--- src/hw/rtl/status_led_pattern_generator_top_assert.svh ---
// ----------------------------------------------------------------------------
// Status LED pattern generator: assertion macros
// Shared concurrent assertion forms for the RTL of this block.
// ----------------------------------------------------------------------------
`ifndef STATUS_LED_PATTERN_GENERATOR_TOP_ASSERT_SVH
`define STATUS_LED_PATTERN_GENERATOR_TOP_ASSERT_SVH

// same-cycle implication
`define SLPG_ASSERT_IMPL(label, clk, rst, ante, cons) \
  label: assert property (@(posedge clk) disable iff (rst) (ante) |-> (cons)) \
    else $error("assertion failed in %m");

// next-cycle implication
`define SLPG_ASSERT_NEXT(label, clk, rst, ante, cons) \
  label: assert property (@(posedge clk) disable iff (rst) (ante) |=> (cons)) \
    else $error("assertion failed in %m");

`endif

--- src/hw/rtl/slpg_pkg.sv ---
// ----------------------------------------------------------------------------
// Status LED pattern generator package
// Request and result types, codes and arithmetic constants.
// ----------------------------------------------------------------------------
package slpg_pkg;

  typedef enum logic [1:0] {
    OP_TICK       = 2'd0,
    OP_SET_STATUS = 2'd1,
    OP_FRAME_NOTE = 2'd2,
    OP_INIT       = 2'd3
  } op_t;

  typedef enum logic [2:0] {
    MODE_BOOT     = 3'd0,
    MODE_NO_BRAIN = 3'd1,
    MODE_IDLE     = 3'd2,
    MODE_LIVE     = 3'd3,
    MODE_ERROR    = 3'd4
  } mode_t;

  typedef struct packed {
    logic [1:0]  operation;
    logic [2:0]  status_value;
    logic [31:0] now_ms;
  } evt_item_t;

  typedef struct packed {
    logic [7:0] red;
    logic [7:0] green;
    logic [7:0] blue;
  } rgb_item_t;

  // render job handed from the event front end to the color pipeline
  typedef struct packed {
    logic        is_init;
    mode_t       mode;
    logic        pop;
    logic [31:0] now_ms;
  } slpg_job_t;

  // config port
  localparam int CFG_ADDR_W = 3;
  localparam int REG_IDX_W  = CFG_ADDR_W - 2;
  localparam logic [REG_IDX_W-1:0] REG_BRIGHTNESS_CAP = '0;
  localparam logic [7:0] CAP_RESET = 8'd48;

  // timing, ms
  localparam logic [31:0] RENDER_GAP_MS = 32'd16;
  localparam logic [31:0] POP_MS        = 32'd70;

  // periods
  localparam logic [11:0] P_BOOT     = 12'd2000;
  localparam logic [11:0] P_NO_BRAIN = 12'd1500;
  localparam logic [11:0] P_LIVE     = 12'd2500;

  // coarse divisors after the power-of-two part is shifted off
  localparam logic [9:0] DIV_BLINK = 10'd75;   // 150 = 2 * 75
  localparam logic [9:0] DIV_2000  = 10'd125;  // 2000 = 16 * 125
  localparam logic [9:0] DIV_1500  = 10'd375;  // 1500 = 4 * 375
  localparam logic [9:0] DIV_2500  = 10'd625;  // 2500 = 4 * 625

  // floor(2^32 / d): quotient estimate low by at most one
  localparam logic [25:0] RCP_BLINK = 26'd57266230;
  localparam logic [25:0] RCP_2000  = 26'd34359738;
  localparam logic [25:0] RCP_1500  = 26'd11453246;
  localparam logic [25:0] RCP_2500  = 26'd6871947;

  // ceil(2^32 / P): exact for products below 2^20
  localparam logic [21:0] RCPX_2000 = 22'd2147484;
  localparam logic [21:0] RCPX_1500 = 22'd2863312;
  localparam logic [21:0] RCPX_2500 = 22'd1717987;

  // floor(v*9/20) = (v*3687) >> 13 and floor(c/3) = (c*171) >> 9 for 8-bit inputs
  localparam logic [11:0] AMBER_MUL = 12'd3687;
  localparam logic [7:0]  THIRD_MUL = 8'd171;

endpackage

--- src/hw/rtl/slpg_color.sv ---
// ----------------------------------------------------------------------------
// Status LED color pipeline
// Turns a render job into one RGB result over five stages and an output reg.
// ----------------------------------------------------------------------------
`include "status_led_pattern_generator_top_assert.svh"

module slpg_color (
  input  logic                clk,
  input  logic                rst,
  input  logic                job_valid,
  output logic                job_ready,
  input  slpg_pkg::slpg_job_t job,
  input  logic [7:0]          cap,
  output logic                rgb_valid,
  input  logic                rgb_ready,
  output slpg_pkg::rgb_item_t rgb
);
  import slpg_pkg::*;

  function automatic logic [7:0] ramp_hi(mode_t m, logic [7:0] c);
    ramp_hi = (m == MODE_BOOT) ? {1'b0, c[7:1]} : c;
  endfunction

  function automatic logic [7:0] ramp_lo(mode_t m);
    case (m)
      MODE_BOOT:     ramp_lo = 8'd2;
      MODE_NO_BRAIN: ramp_lo = 8'd3;
      MODE_IDLE:     ramp_lo = 8'd3;
      default:       ramp_lo = 8'd6;
    endcase
  endfunction

  function automatic logic [11:0] period_of(mode_t m);
    case (m)
      MODE_BOOT, MODE_IDLE: period_of = P_BOOT;
      MODE_NO_BRAIN:        period_of = P_NO_BRAIN;
      default:              period_of = P_LIVE;
    endcase
  endfunction

  function automatic logic [9:0] divisor_of(mode_t m);
    case (m)
      MODE_ERROR:           divisor_of = DIV_BLINK;
      MODE_BOOT, MODE_IDLE: divisor_of = DIV_2000;
      MODE_NO_BRAIN:        divisor_of = DIV_1500;
      default:              divisor_of = DIV_2500;
    endcase
  endfunction

  // stage valids and flow control
  logic v1, v2, v3, v4, v5;
  logic take1, take2, take3, take4, take5, take_o;

  assign take_o    = !rgb_valid || rgb_ready;
  assign take5     = !v5 || take_o;
  assign take4     = !v4 || take5;
  assign take3     = !v3 || take4;
  assign take2     = !v2 || take3;
  assign take1     = !v1 || take2;
  assign job_ready = take1;

  slpg_job_t s1_job, s2_job, s3_job, s4_job, s5_job;

  // stage 1: coarse quotient estimate of now by the mode's divisor
  logic [30:0] x1;
  logic [25:0] rcp1;
  logic [56:0] prod1;

  always_comb begin
    case (s1_job.mode)
      MODE_ERROR: begin
        x1   = s1_job.now_ms[31:1];
        rcp1 = RCP_BLINK;
      end
      MODE_BOOT, MODE_IDLE: begin
        x1   = {3'b000, s1_job.now_ms[31:4]};
        rcp1 = RCP_2000;
      end
      MODE_NO_BRAIN: begin
        x1   = {1'b0, s1_job.now_ms[31:2]};
        rcp1 = RCP_1500;
      end
      default: begin
        x1   = {1'b0, s1_job.now_ms[31:2]};
        rcp1 = RCP_2500;
      end
    endcase
  end

  assign prod1 = 57'(x1) * 57'(rcp1);

  // stage 2: back-multiply the estimate
  logic [30:0] s2_x;
  logic [24:0] s2_q;
  logic [34:0] qd2;

  assign qd2 = 35'(s2_q) * 35'(divisor_of(s2_job.mode));

  // stage 3: remainder fix-up, phase fold, span times fold
  logic [30:0] s3_x, s3_qd;
  logic        s3_qlsb;
  logic [30:0] rem_raw;
  logic [10:0] rem_lo, d3;
  logic        corr3;
  logic [10:0] rem3;
  logic [11:0] t3, p3;
  logic [12:0] tw3, x3;
  logic [7:0]  hi3, lo3, span3;
  logic [19:0] prod3;

  always_comb begin
    rem_raw = s3_x - s3_qd;
    rem_lo  = rem_raw[10:0];
    d3      = {1'b0, divisor_of(s3_job.mode)};
    corr3   = rem_lo >= d3;
    rem3    = corr3 ? rem_lo - d3 : rem_lo;
    if (s3_job.mode == MODE_BOOT || s3_job.mode == MODE_IDLE) begin
      t3 = {rem3[7:0], s3_job.now_ms[3:0]};
    end else begin
      t3 = {rem3[9:0], s3_job.now_ms[1:0]};
    end
    p3    = period_of(s3_job.mode);
    tw3   = {t3, 1'b0};
    x3    = (tw3 < {1'b0, p3}) ? tw3 : {p3 - t3, 1'b0};
    hi3   = ramp_hi(s3_job.mode, cap);
    lo3   = ramp_lo(s3_job.mode);
    span3 = (hi3 > lo3) ? hi3 - lo3 : 8'd0;
    prod3 = 20'(span3) * 20'(x3[11:0]);
  end

  // stage 4: exact divide by the period
  logic [19:0] s4_prod;
  logic        s4_odd;
  logic [21:0] rcp4;
  logic [41:0] prod4;

  always_comb begin
    case (s4_job.mode)
      MODE_BOOT, MODE_IDLE: rcp4 = RCPX_2000;
      MODE_NO_BRAIN:        rcp4 = RCPX_1500;
      default:              rcp4 = RCPX_2500;
    endcase
  end

  assign prod4 = 42'(s4_prod) * 42'(rcp4);

  // stage 5: ramp value and per-mode color
  logic [7:0]  s5_quot;
  logic        s5_odd;
  logic [7:0]  hi5, lo5, v5_val;
  logic [19:0] amber5;
  logic [15:0] third5;
  rgb_item_t   rgb_next;

  always_comb begin
    hi5      = ramp_hi(s5_job.mode, cap);
    lo5      = ramp_lo(s5_job.mode);
    v5_val   = (hi5 > lo5) ? lo5 + s5_quot : hi5;
    amber5   = 20'(v5_val) * 20'(AMBER_MUL);
    third5   = 16'(cap) * 16'(THIRD_MUL);
    rgb_next = '0;
    if (s5_job.is_init) begin
      rgb_next = '{red: 8'd1, green: 8'd1, blue: 8'd1};
    end else begin
      case (s5_job.mode)
        MODE_ERROR: begin
          rgb_next.red = s5_odd ? 8'd0 : cap;
        end
        MODE_BOOT: begin
          rgb_next = '{red: v5_val, green: v5_val, blue: v5_val};
        end
        MODE_NO_BRAIN: begin
          rgb_next.red = v5_val;
        end
        MODE_IDLE: begin
          rgb_next.red   = v5_val;
          rgb_next.green = {1'b0, amber5[19:13]};
        end
        default: begin
          if (s5_job.pop) begin
            rgb_next.green = cap;
            rgb_next.blue  = {1'b0, third5[15:9]};
          end else begin
            rgb_next.green = v5_val;
          end
        end
      endcase
    end
  end

  always_ff @(posedge clk) begin
    if (rst) begin
      v1        <= 1'b0;
      v2        <= 1'b0;
      v3        <= 1'b0;
      v4        <= 1'b0;
      v5        <= 1'b0;
      rgb_valid <= 1'b0;
    end else begin
      if (take1) v1 <= job_valid;
      if (take2) v2 <= v1;
      if (take3) v3 <= v2;
      if (take4) v4 <= v3;
      if (take5) v5 <= v4;
      if (take_o) rgb_valid <= v5;
    end
  end

  always_ff @(posedge clk) begin
    if (take1) begin
      s1_job <= job;
    end
    if (take2) begin
      s2_job <= s1_job;
      s2_x   <= x1;
      s2_q   <= prod1[56:32];
    end
    if (take3) begin
      s3_job  <= s2_job;
      s3_x    <= s2_x;
      s3_qd   <= qd2[30:0];
      s3_qlsb <= s2_q[0];
    end
    if (take4) begin
      s4_job  <= s3_job;
      s4_prod <= prod3;
      s4_odd  <= s3_qlsb ^ corr3;
    end
    if (take5) begin
      s5_job  <= s4_job;
      s5_quot <= prod4[39:32];
      s5_odd  <= s4_odd;
    end
    if (take_o) begin
      rgb <= rgb_next;
    end
  end

  `SLPG_ASSERT_IMPL(a_full_when_blocked, clk, rst, !job_ready, v1 && v2 && v3 && v4 && v5 && rgb_valid)
  `SLPG_ASSERT_NEXT(a_init_white, clk, rst, v5 && s5_job.is_init && take_o, rgb.red == 8'd1 && rgb.green == 8'd1 && rgb.blue == 8'd1)
  `SLPG_ASSERT_NEXT(a_error_red_only, clk, rst, v5 && !s5_job.is_init && s5_job.mode == MODE_ERROR && take_o, rgb.green == 8'd0 && rgb.blue == 8'd0)

endmodule

--- src/hw/rtl/status_led_pattern_generator_top.sv ---
// ----------------------------------------------------------------------------
// Status LED pattern generator, top level
// Event front end, status state, config registers and color pipeline.
// ----------------------------------------------------------------------------
//  channel | dir | handshake                     | payload
//  --------+-----+-------------------------------+----------------------------
//  evt     | in  | evt_valid / evt_ready         | operation, status_value, now_ms
//  rgb     | out | rgb_valid / rgb_ready         | red, green, blue
//  apb     | in  | psel, penable, pwrite, pready | paddr, pwdata / prdata
//
//  One request is taken per cycle while evt_ready is high. A request that
//  renders (an unthrottled tick or an init) reaches rgb through five
//  arithmetic stages, set by the chain of reciprocal multiplies, the last one
//  loading the output register. Set status and frame note update state at the
//  accept edge; they and throttled ticks yield nothing. rst is synchronous and
//  clears all state and valids. A stalled rgb side backs up the pipeline;
//  evt_ready drops only when every stage and the output register hold a result.
// ----------------------------------------------------------------------------
`include "status_led_pattern_generator_top_assert.svh"

module status_led_pattern_generator_top (
  input  logic                              clk,
  input  logic                              rst,
  input  logic                              evt_valid,
  output logic                              evt_ready,
  input  slpg_pkg::evt_item_t               evt,
  output logic                              rgb_valid,
  input  logic                              rgb_ready,
  output slpg_pkg::rgb_item_t               rgb,
  input  logic                              psel,
  input  logic                              penable,
  input  logic                              pwrite,
  input  logic [slpg_pkg::CFG_ADDR_W-1:0]   paddr,
  input  logic [31:0]                       pwdata,
  output logic [31:0]                       prdata,
  output logic                              pready
);
  import slpg_pkg::*;

  // state
  logic [7:0]  brightness_cap;
  mode_t       current_mode, current_mode_next;
  logic [31:0] frame_time;
  logic [31:0] render_time;

  // request decode
  logic        evt_accept;
  op_t         op;
  logic [31:0] render_gap, frame_gap;
  logic        render_ok;
  logic        job_valid;
  slpg_job_t   job;

  assign evt_accept = evt_valid && evt_ready;
  assign op         = op_t'(evt.operation);

  // differences wrap modulo 2^32
  assign render_gap = evt.now_ms - render_time;
  assign frame_gap  = evt.now_ms - frame_time;
  assign render_ok  = render_gap >= RENDER_GAP_MS;

  // only init and unthrottled ticks produce a result
  assign job_valid   = evt_accept && (op == OP_INIT || (op == OP_TICK && render_ok));
  assign job.is_init = (op == OP_INIT);
  assign job.mode    = current_mode;
  assign job.pop     = frame_gap < POP_MS;
  assign job.now_ms  = evt.now_ms;

  // status update: error latches until an init, out-of-range codes are dropped
  always_comb begin
    current_mode_next = current_mode;
    if (evt_accept) begin
      case (op)
        OP_SET_STATUS: begin
          if (evt.status_value <= MODE_ERROR &&
              !(current_mode == MODE_ERROR && evt.status_value != MODE_ERROR)) begin
            current_mode_next = mode_t'(evt.status_value);
          end
        end
        OP_INIT: begin
          current_mode_next = MODE_BOOT;
        end
        default: begin
          current_mode_next = current_mode;
        end
      endcase
    end
  end

  // config port: zero-wait, one register at index 0
  logic                 cfg_write;
  logic [REG_IDX_W-1:0] cfg_idx;

  assign pready    = 1'b1;
  assign cfg_idx   = paddr[CFG_ADDR_W-1:2];
  assign cfg_write = psel && penable && pwrite && pready;
  assign prdata    = (cfg_idx == REG_BRIGHTNESS_CAP) ? {24'd0, brightness_cap} : 32'd0;

  always_ff @(posedge clk) begin
    if (rst) begin
      brightness_cap <= CAP_RESET;
      current_mode   <= MODE_BOOT;
      frame_time     <= '0;
      render_time    <= '0;
    end else begin
      current_mode <= current_mode_next;
      if (cfg_write && cfg_idx == REG_BRIGHTNESS_CAP) begin
        brightness_cap <= pwdata[7:0];
      end
      if (evt_accept && op == OP_FRAME_NOTE) begin
        frame_time <= evt.now_ms;
      end
      if (evt_accept && op == OP_TICK && render_ok) begin
        render_time <= evt.now_ms;
      end
    end
  end

  // arithmetic and output register
  slpg_color u_color (
    .clk       (clk),
    .rst       (rst),
    .job_valid (job_valid),
    .job_ready (evt_ready),
    .job       (job),
    .cap       (brightness_cap),
    .rgb_valid (rgb_valid),
    .rgb_ready (rgb_ready),
    .rgb       (rgb)
  );

  `SLPG_ASSERT_NEXT(a_error_latched, clk, rst, current_mode == MODE_ERROR && !(evt_accept && op == OP_INIT), current_mode == MODE_ERROR)
  `SLPG_ASSERT_NEXT(a_render_time_tracks, clk, rst, evt_accept && op == OP_TICK && render_ok, render_time == $past(evt.now_ms))
  `SLPG_ASSERT_NEXT(a_init_to_boot, clk, rst, evt_accept && op == OP_INIT, current_mode == MODE_BOOT)

endmodule
--- config.mk ---
export PLATFORM = sky130hd
export DESIGN_NAME = status_led_pattern_generator_top
export DESIGN_NICKNAME = d
export VERILOG_FILES = /design/src/hw/rtl/slpg_pkg.sv /design/src/hw/rtl/slpg_color.sv /design/src/hw/rtl/status_led_pattern_generator_top.sv
export VERILOG_INCLUDE_DIRS = /design/src /design/src/hw/rtl
export SDC_FILE = /design/constraint.sdc
export NUM_CORES = 2
export LEC_CHECK = 0
export BUFFER_PORTS_ARGS = -buffer_cell sky130_fd_sc_hd__buf_2
export CAP_MARGIN = 20
export CORE_UTILIZATION = 67
export CTS_CLUSTER_SIZE = 20
export DETAILED_ROUTE_END_ITERATION = 12
export PLACE_DENSITY = 0.85
export SLEW_MARGIN = 20
export SYNTH_ARGS = -nofsm -noshare
export SYNTH_HDL_FRONTEND = slang
export SYNTH_SLANG_ARGS = --single-unit
--- constraint.sdc ---
create_clock -name clk -period 16.5 [get_ports clk]
set_input_delay 0.825 -clock clk [delete_from_list [all_inputs] [get_ports clk]]
set_output_delay 0.825 -clock clk [all_outputs]
set_load 0.01 [all_outputs]
# Yosys cells after proc, flatten, opt, wreduce, memory -nomap -nowiden
# Cells that the tools add are included.
[totals]
ff_bits = 259
in_bits = 79
out_inout_bits = 59
word_cells = 149
[op_classes]
n_addsub = 7
multipliers = 6
order_cmp = 7
eq_ne = 20
n_mux = 24
bitwise = 2
reduce_logical = 43
[ops]
columns = ["operator", "count"]
rows = [
  ["$pmux 26 s3", 1],
  ["$sub 32x32->32", 2],
  ["$pmux 31 s2", 1],
  ["$pmux 10 s3", 2],
  ["$mul 31x26->57", 1],
  ["$mux 8", 7],
  ["$pmux 22 s2", 1],
  ["$mul 20x22->40", 1],
  ["$ge 32x5->1 const B", 1],
  ["$lt 32x7->1 const B", 1],
  ["$pmux 8 s2", 2],
  ["$mul 25x10->11", 1],
  ["$mux 12", 2],
  ["$pmux 12 s2", 1],
  ["$pmux 8 s3", 1],
  ["$sub 11x11->11", 2],
  ["$mul 8x12->20", 1],
  ["$mul 8x12->20 const B", 1],
  ["$pmux 3 s2", 3],
  ["$gt 8x3->1", 2],
  ["$mul 8x8->16 const B", 1],
  ["$eq 3x1->1 const B", 5],
  ["$eq 3x2->1 const B", 5],
  ["$eq 3x3->1 const B", 5],
  ["24 further kinds", 59],
]

# Longest topological paths before layout
[depth]
ltp_word = 10
ltp_mapped = 50
ltp_nobuf = 48

# Cells and area by module
# A second synthesis with hierarchy kept.
[hier_totals]
cells_unflattened = 5703
area_unflattened_um2 = 52076.2
[by_module_without_submodules]
columns = ["module", "instances", "cells_per_inst", "area_each_um2"]
rows = [
  ["slpg_color", 1, 4557, 44192.4],
  ["status_led_pattern_generator_top", 1, 1146, 7883.8],
]

# Least setup slack after synthesis
# OpenSTA, ideal clock, no wires.
[synth_timing]
path_type = "register to register"
from = "reg u_color.s3_job[33] in the netlist's numbering"
to = "reg u_color.s4_prod[19], data pin"
setup_time_ns = 0.260
arrival_time_ns = 9.434
t_required_ns = 16.240
setup_slack_ns = 6.807
path_stages_with_launch = 45
path_buffers = 4
synth_period_minus_slack_ns = 9.693
cell_sequence = "edfxtp_1 or2_2 clkbuf_1 inv_1 clkbuf_1 buf_1 nor2_1 ha_1 o21a_1 o31a_1 o311a_1 o2111ai_1 o211ai_1 nor2_2 buf_2 mux2i_1 nor2_1 a21oi_1 [... 9 more ...] or2_1 fa_1 fa_1 inv_1 fa_1 inv_1 fa_1 inv_1 ha_1 a21oi_1 nand2b_1 a21boi_0 o21ai_0 a21boi_0 o41ai_1 o2111ai_1 a21oi_1 xnor2_1"
[synth_between]
elab_chain_cells = 9
elab_cells_between_ends = 22
classes_between = "3 x add/sub; 1 x mul; 3 x order compare; 3 x eq/ne; 8 x mux; 4 x reduce/logical"
[synth_rtl]
columns = ["item", "line_no", "source"]
rows = [
  ["from (decl)", "slpg_color.sv:62", "slpg_job_t s1_job, s2_job, s3_job, s4_job, s5_job;"],
  ["from (signal assigned)", "slpg_color.sv:219", "s3_job <= s2_job;"],
  ["$eq 3x2->1 or $logic_not 3->1 (tied branches)", "--", ""],
  ["$reduce_or 2->1", "slpg_color.sv:34, slpg_color.sv:42", ""],
  ["$pmux 10 s3", "slpg_color.sv:42", "case (m)"],
  ["$sub 10x10->10 or $ge 11x10->1 (tied branches)", "slpg_color.sv:116, slpg_color.sv:115", ""],
  ["$mux 10", "slpg_color.sv:116", "rem3 = corr3 ? rem_lo - d3 : rem_lo;"],
  ["$mux 12", "slpg_color.sv:117", "if (s3_job.mode == MODE_BOOT || s3_job.mode == MODE_IDLE) begin"],
  ["$sub 11x11->11 or $lt 13x12->1 (tied branches)", "slpg_color.sv:124", "x3 = (tw3 < {1'b0, p3}) ? tw3 : {p3 - t3, 1'b0};"],
  ["$mux 12", "slpg_color.sv:124", ""],
  ["$mul 8x12->20 (*)", "slpg_color.sv:128", "prod3 = 20'(span3) * 20'(x3[11:0]);"],
  ["named net u_color.prod3[19]", "slpg_color.sv:109", "logic [19:0] prod3;"],
  ["to (signal assigned)", "slpg_color.sv:226", "s4_prod <= prod3;"],
  ["to (decl)", "slpg_color.sv:132", "logic [19:0] s4_prod;"],
]
# Mark *: on every way through the listed nets, which the timed path passes. The rest lies on a longest branch.
# A chain may end at the register's enable or synchronous reset.

# Worst setup path in the final report
[layout_timing]
from = "reg u_color.s3_job[35] in the netlist's numbering"
to = "reg u_color.s4_prod[19], data pin"
# The elaborated chain is that of the path after synthesis.

==> flow_summary.json <==
{
  "status": "completed",
  "finalSetupViolations": 0,
  "ys_ff_latch": 243,
  "slowest_delay_ns": 0.69,
  "die_h_microns": 277,
  "cp.depth": 36,
  "hold_class": "reg2reg",
  "max_freq_ghz": 0.0891,
  "cts-buffers-inserted": 30,
  "yosys-top-cells-area": "fa_1 35%, ha_1 17%, inv_1 11%, edfxtp_1 9.6%, nand2_1 3.3%",
  "drv_slew": 0,
  "crit_family": "compound AO/OA/AOI/OAI gates",
  "rsz0062_at_grt": "no",
  "ys.flop_type": "edfxtp_1",
  "cts_tree": "built",
  "grt_pass1_wl_mm": 209,
  "dieArea_sq_um": 76800,
  "min_period_over_period_pct": 68.0,
  "path_buf_inv": 3,
  "syn_area_per_cell_sq_um": 9.23,
  "cp_slowest_cell": "xnor2_1",
  "mostFrequentLayoutCell": "inv_1",
  "cap_violations": 0,
  "first_pass_iters": 5,
  "grt_start_max_net_pins": 114,
  "timing.rr.start": "u_color.s3_job[35]",
  "cts_buffer_depth": 3,
  "max_slew.worst_pin.slew_ns": 1.08,
  "yosysWarnings": 0,
  "cts_setup_buffers": 0,
  "placedInstanceArea_sq_um": 52000,
  "min_period_ns": 11.23,
  "dieWidth_microns": 277,
  "design_area_sq_um": 53000,
  "synth_top_area_share_pct": 35.0,
  "cp.arrival_ns": 11.57,
  "diodes": 0,
  "worstRegToRegCells": 36,
  "ys_types": 94,
  "hold_viol": 0,
  "initialDrtViolationCount": 2658,
  "wirelength_mm": 129,
  "synthCells": 5498,
  "ctsResizeCount": 0,
  "fin_util_pct": 70.9,
  "r2r-end": "u_color.s4_prod[19]",
  "via_count": 37500,
  "clkLatencyLatePin_ns": 0.59,
  "area_growth_pct": 4.44,
  "gp_congestion": 1.03,
  "critPathCapture": "u_color.s4_prod[19]",
  "synth_edf_count": 162,
  "r2r_slack_ns": 5.27,
  "cts.sinks": 243,
  "yosysTopAreaCell": "fa_1",
  "clock-root-buffer": "clkbuf_16",
  "clock_skew_ns": 0.0324,
  "routed_via_density": 5.75,
  "wl_per_cell_microns": 19.7,
  "grt_pass1_vias": 39900,
  "drc": 0,
  "grt.overflow.total": 0,
  "hpwl_mm": 110,
  "path_class": "reg2reg",
  "layout.nets": 7176,
  "yosysSeqAreaShare_pct": 12.8,
  "io_pins": 138,
  "cp.required_ns": 16.85,
  "layout_common_cells": "1436 x inv_1, 886 x fa_1, 682 x ha_1",
  "critPathLaunch": "u_color.s3_job[35]",
  "cts-htree-levels": 1,
  "ant_nets": 0,
  "groute.usage.overall_pct": 34.8,
  "slew_headroom_pct": 27.5,
  "io_buffer_count": 86,
  "drive_above_1_share_pct": 3.96,
  "coreArea_sq_um": 74700,
  "crit_path_start_kind": "flop",
  "crit_path_end_kind": "flop",
  "cts_hold_buf": 0,
  "setup_tns_ns": 0,
  "async_reset_ff_share_pct": 0,
  "path_clk_slew_ns": 0.06,
  "cp_max_fo": 22,
  "antenna_found_initial": 1,
  "start_util_pct": 67.9,
  "rows": 100,
  "synth_area_sq_um": 50700
}
[cells in the mapped netlist, types with 66 or more instances]
master and count:
o21ai_0 117, ha_1 682, dfxtp_1 81, nand2_1 446, nor2_1 351, and2_1 85
inv_1 1437, fa_1 886, a21o_1 66, a21oi_1 205, xnor2_1 104, edfxtp_1 162
nand2b_1 108, clkbuf_1 101
[state kept, by name, summed over array words and instances, names as in the netlist, 9 cells and up]
| signal | count |
|---|---|
| u_color.s3_qd | 11 |
| render_time | 32 |
| u_color.s2_x | 11 |
| u_color.s3_job | 9 |
| u_color.s4_prod | 19 |
| u_color.rgb | 24 |
| u_color.s1_job | 37 |
| u_color.s3_x | 11 |
| u_color.s2_job | 9 |
| frame_time | 32 |
| u_color.s2_q | 11 |
[area by class of cell]
type,instances,area [sq um]
well taps,969,1210
inverters,1438,5400
clock inverters,21,169
clock buffers,34,776
flip-flops and latches,243,6490
repair buffers,113,633
fillers,5586,21700
multi-input cells,3703,38300
[logic make-up (layout without fill, tap and decap cells)]
logic type	after synthesis	after routing	synth area share (%)
buffers and inverters	1586	1606	12.0
adders and majority gates	1568	1568	51.8
and+or+nand+nor	1277	1277	11.8
AOI/OAI and AO/OA	619	619	7.89
DFF	243	243	12.8
xor gates and xnor gates	141	141	2.48
muxes	62	62	1.27
other	2	36	0.0148
[worst min path at each step]
stage                                   from                 end  slack, ns  depth (start not counted)
after floorplan            u_color.s1_job[0]   u_color.s2_job[0]       0.40                          0
after global placement    u_color.s2_job[32]  u_color.s3_job[32]       0.40                          0
after detailed placement     u_color.s2_x[7]     u_color.s3_x[7]       0.40                          0
after CTS                 u_color.s2_job[32]  u_color.s3_job[32]       0.39                          0
after global routing         u_color.s2_x[0]     u_color.s3_x[0]       0.42                          0
final                     u_color.s2_job[32]  u_color.s3_job[32]       0.40                          0
[through the flow]
stage	instances	worst slack [ns]	hold WS [ns]
after floorplan	5532	6.81	0.400
after global placement	6466	5.67	0.402
after global routing	6521	4.48	0.419
after detailed placement	6466	5.47	0.405
after CTS	6521	5.40	0.389
final	6521	5.27	0.398
[layer usage]
layer / GRT usage, % / part of all wire [%] / up-vias
li1: - / - / 17100
met2: 59.9 / 49 / 1625
met3: 4.24 / 7.2 / 399
met4: 17.1 / 6.1 / 0
met5: 0 / 0 / -
met1: 43.6 / 38 / 18400
Power is not shown: default switching activity piles up to over one toggle a cycle in this logic, so the estimate is an artifact.
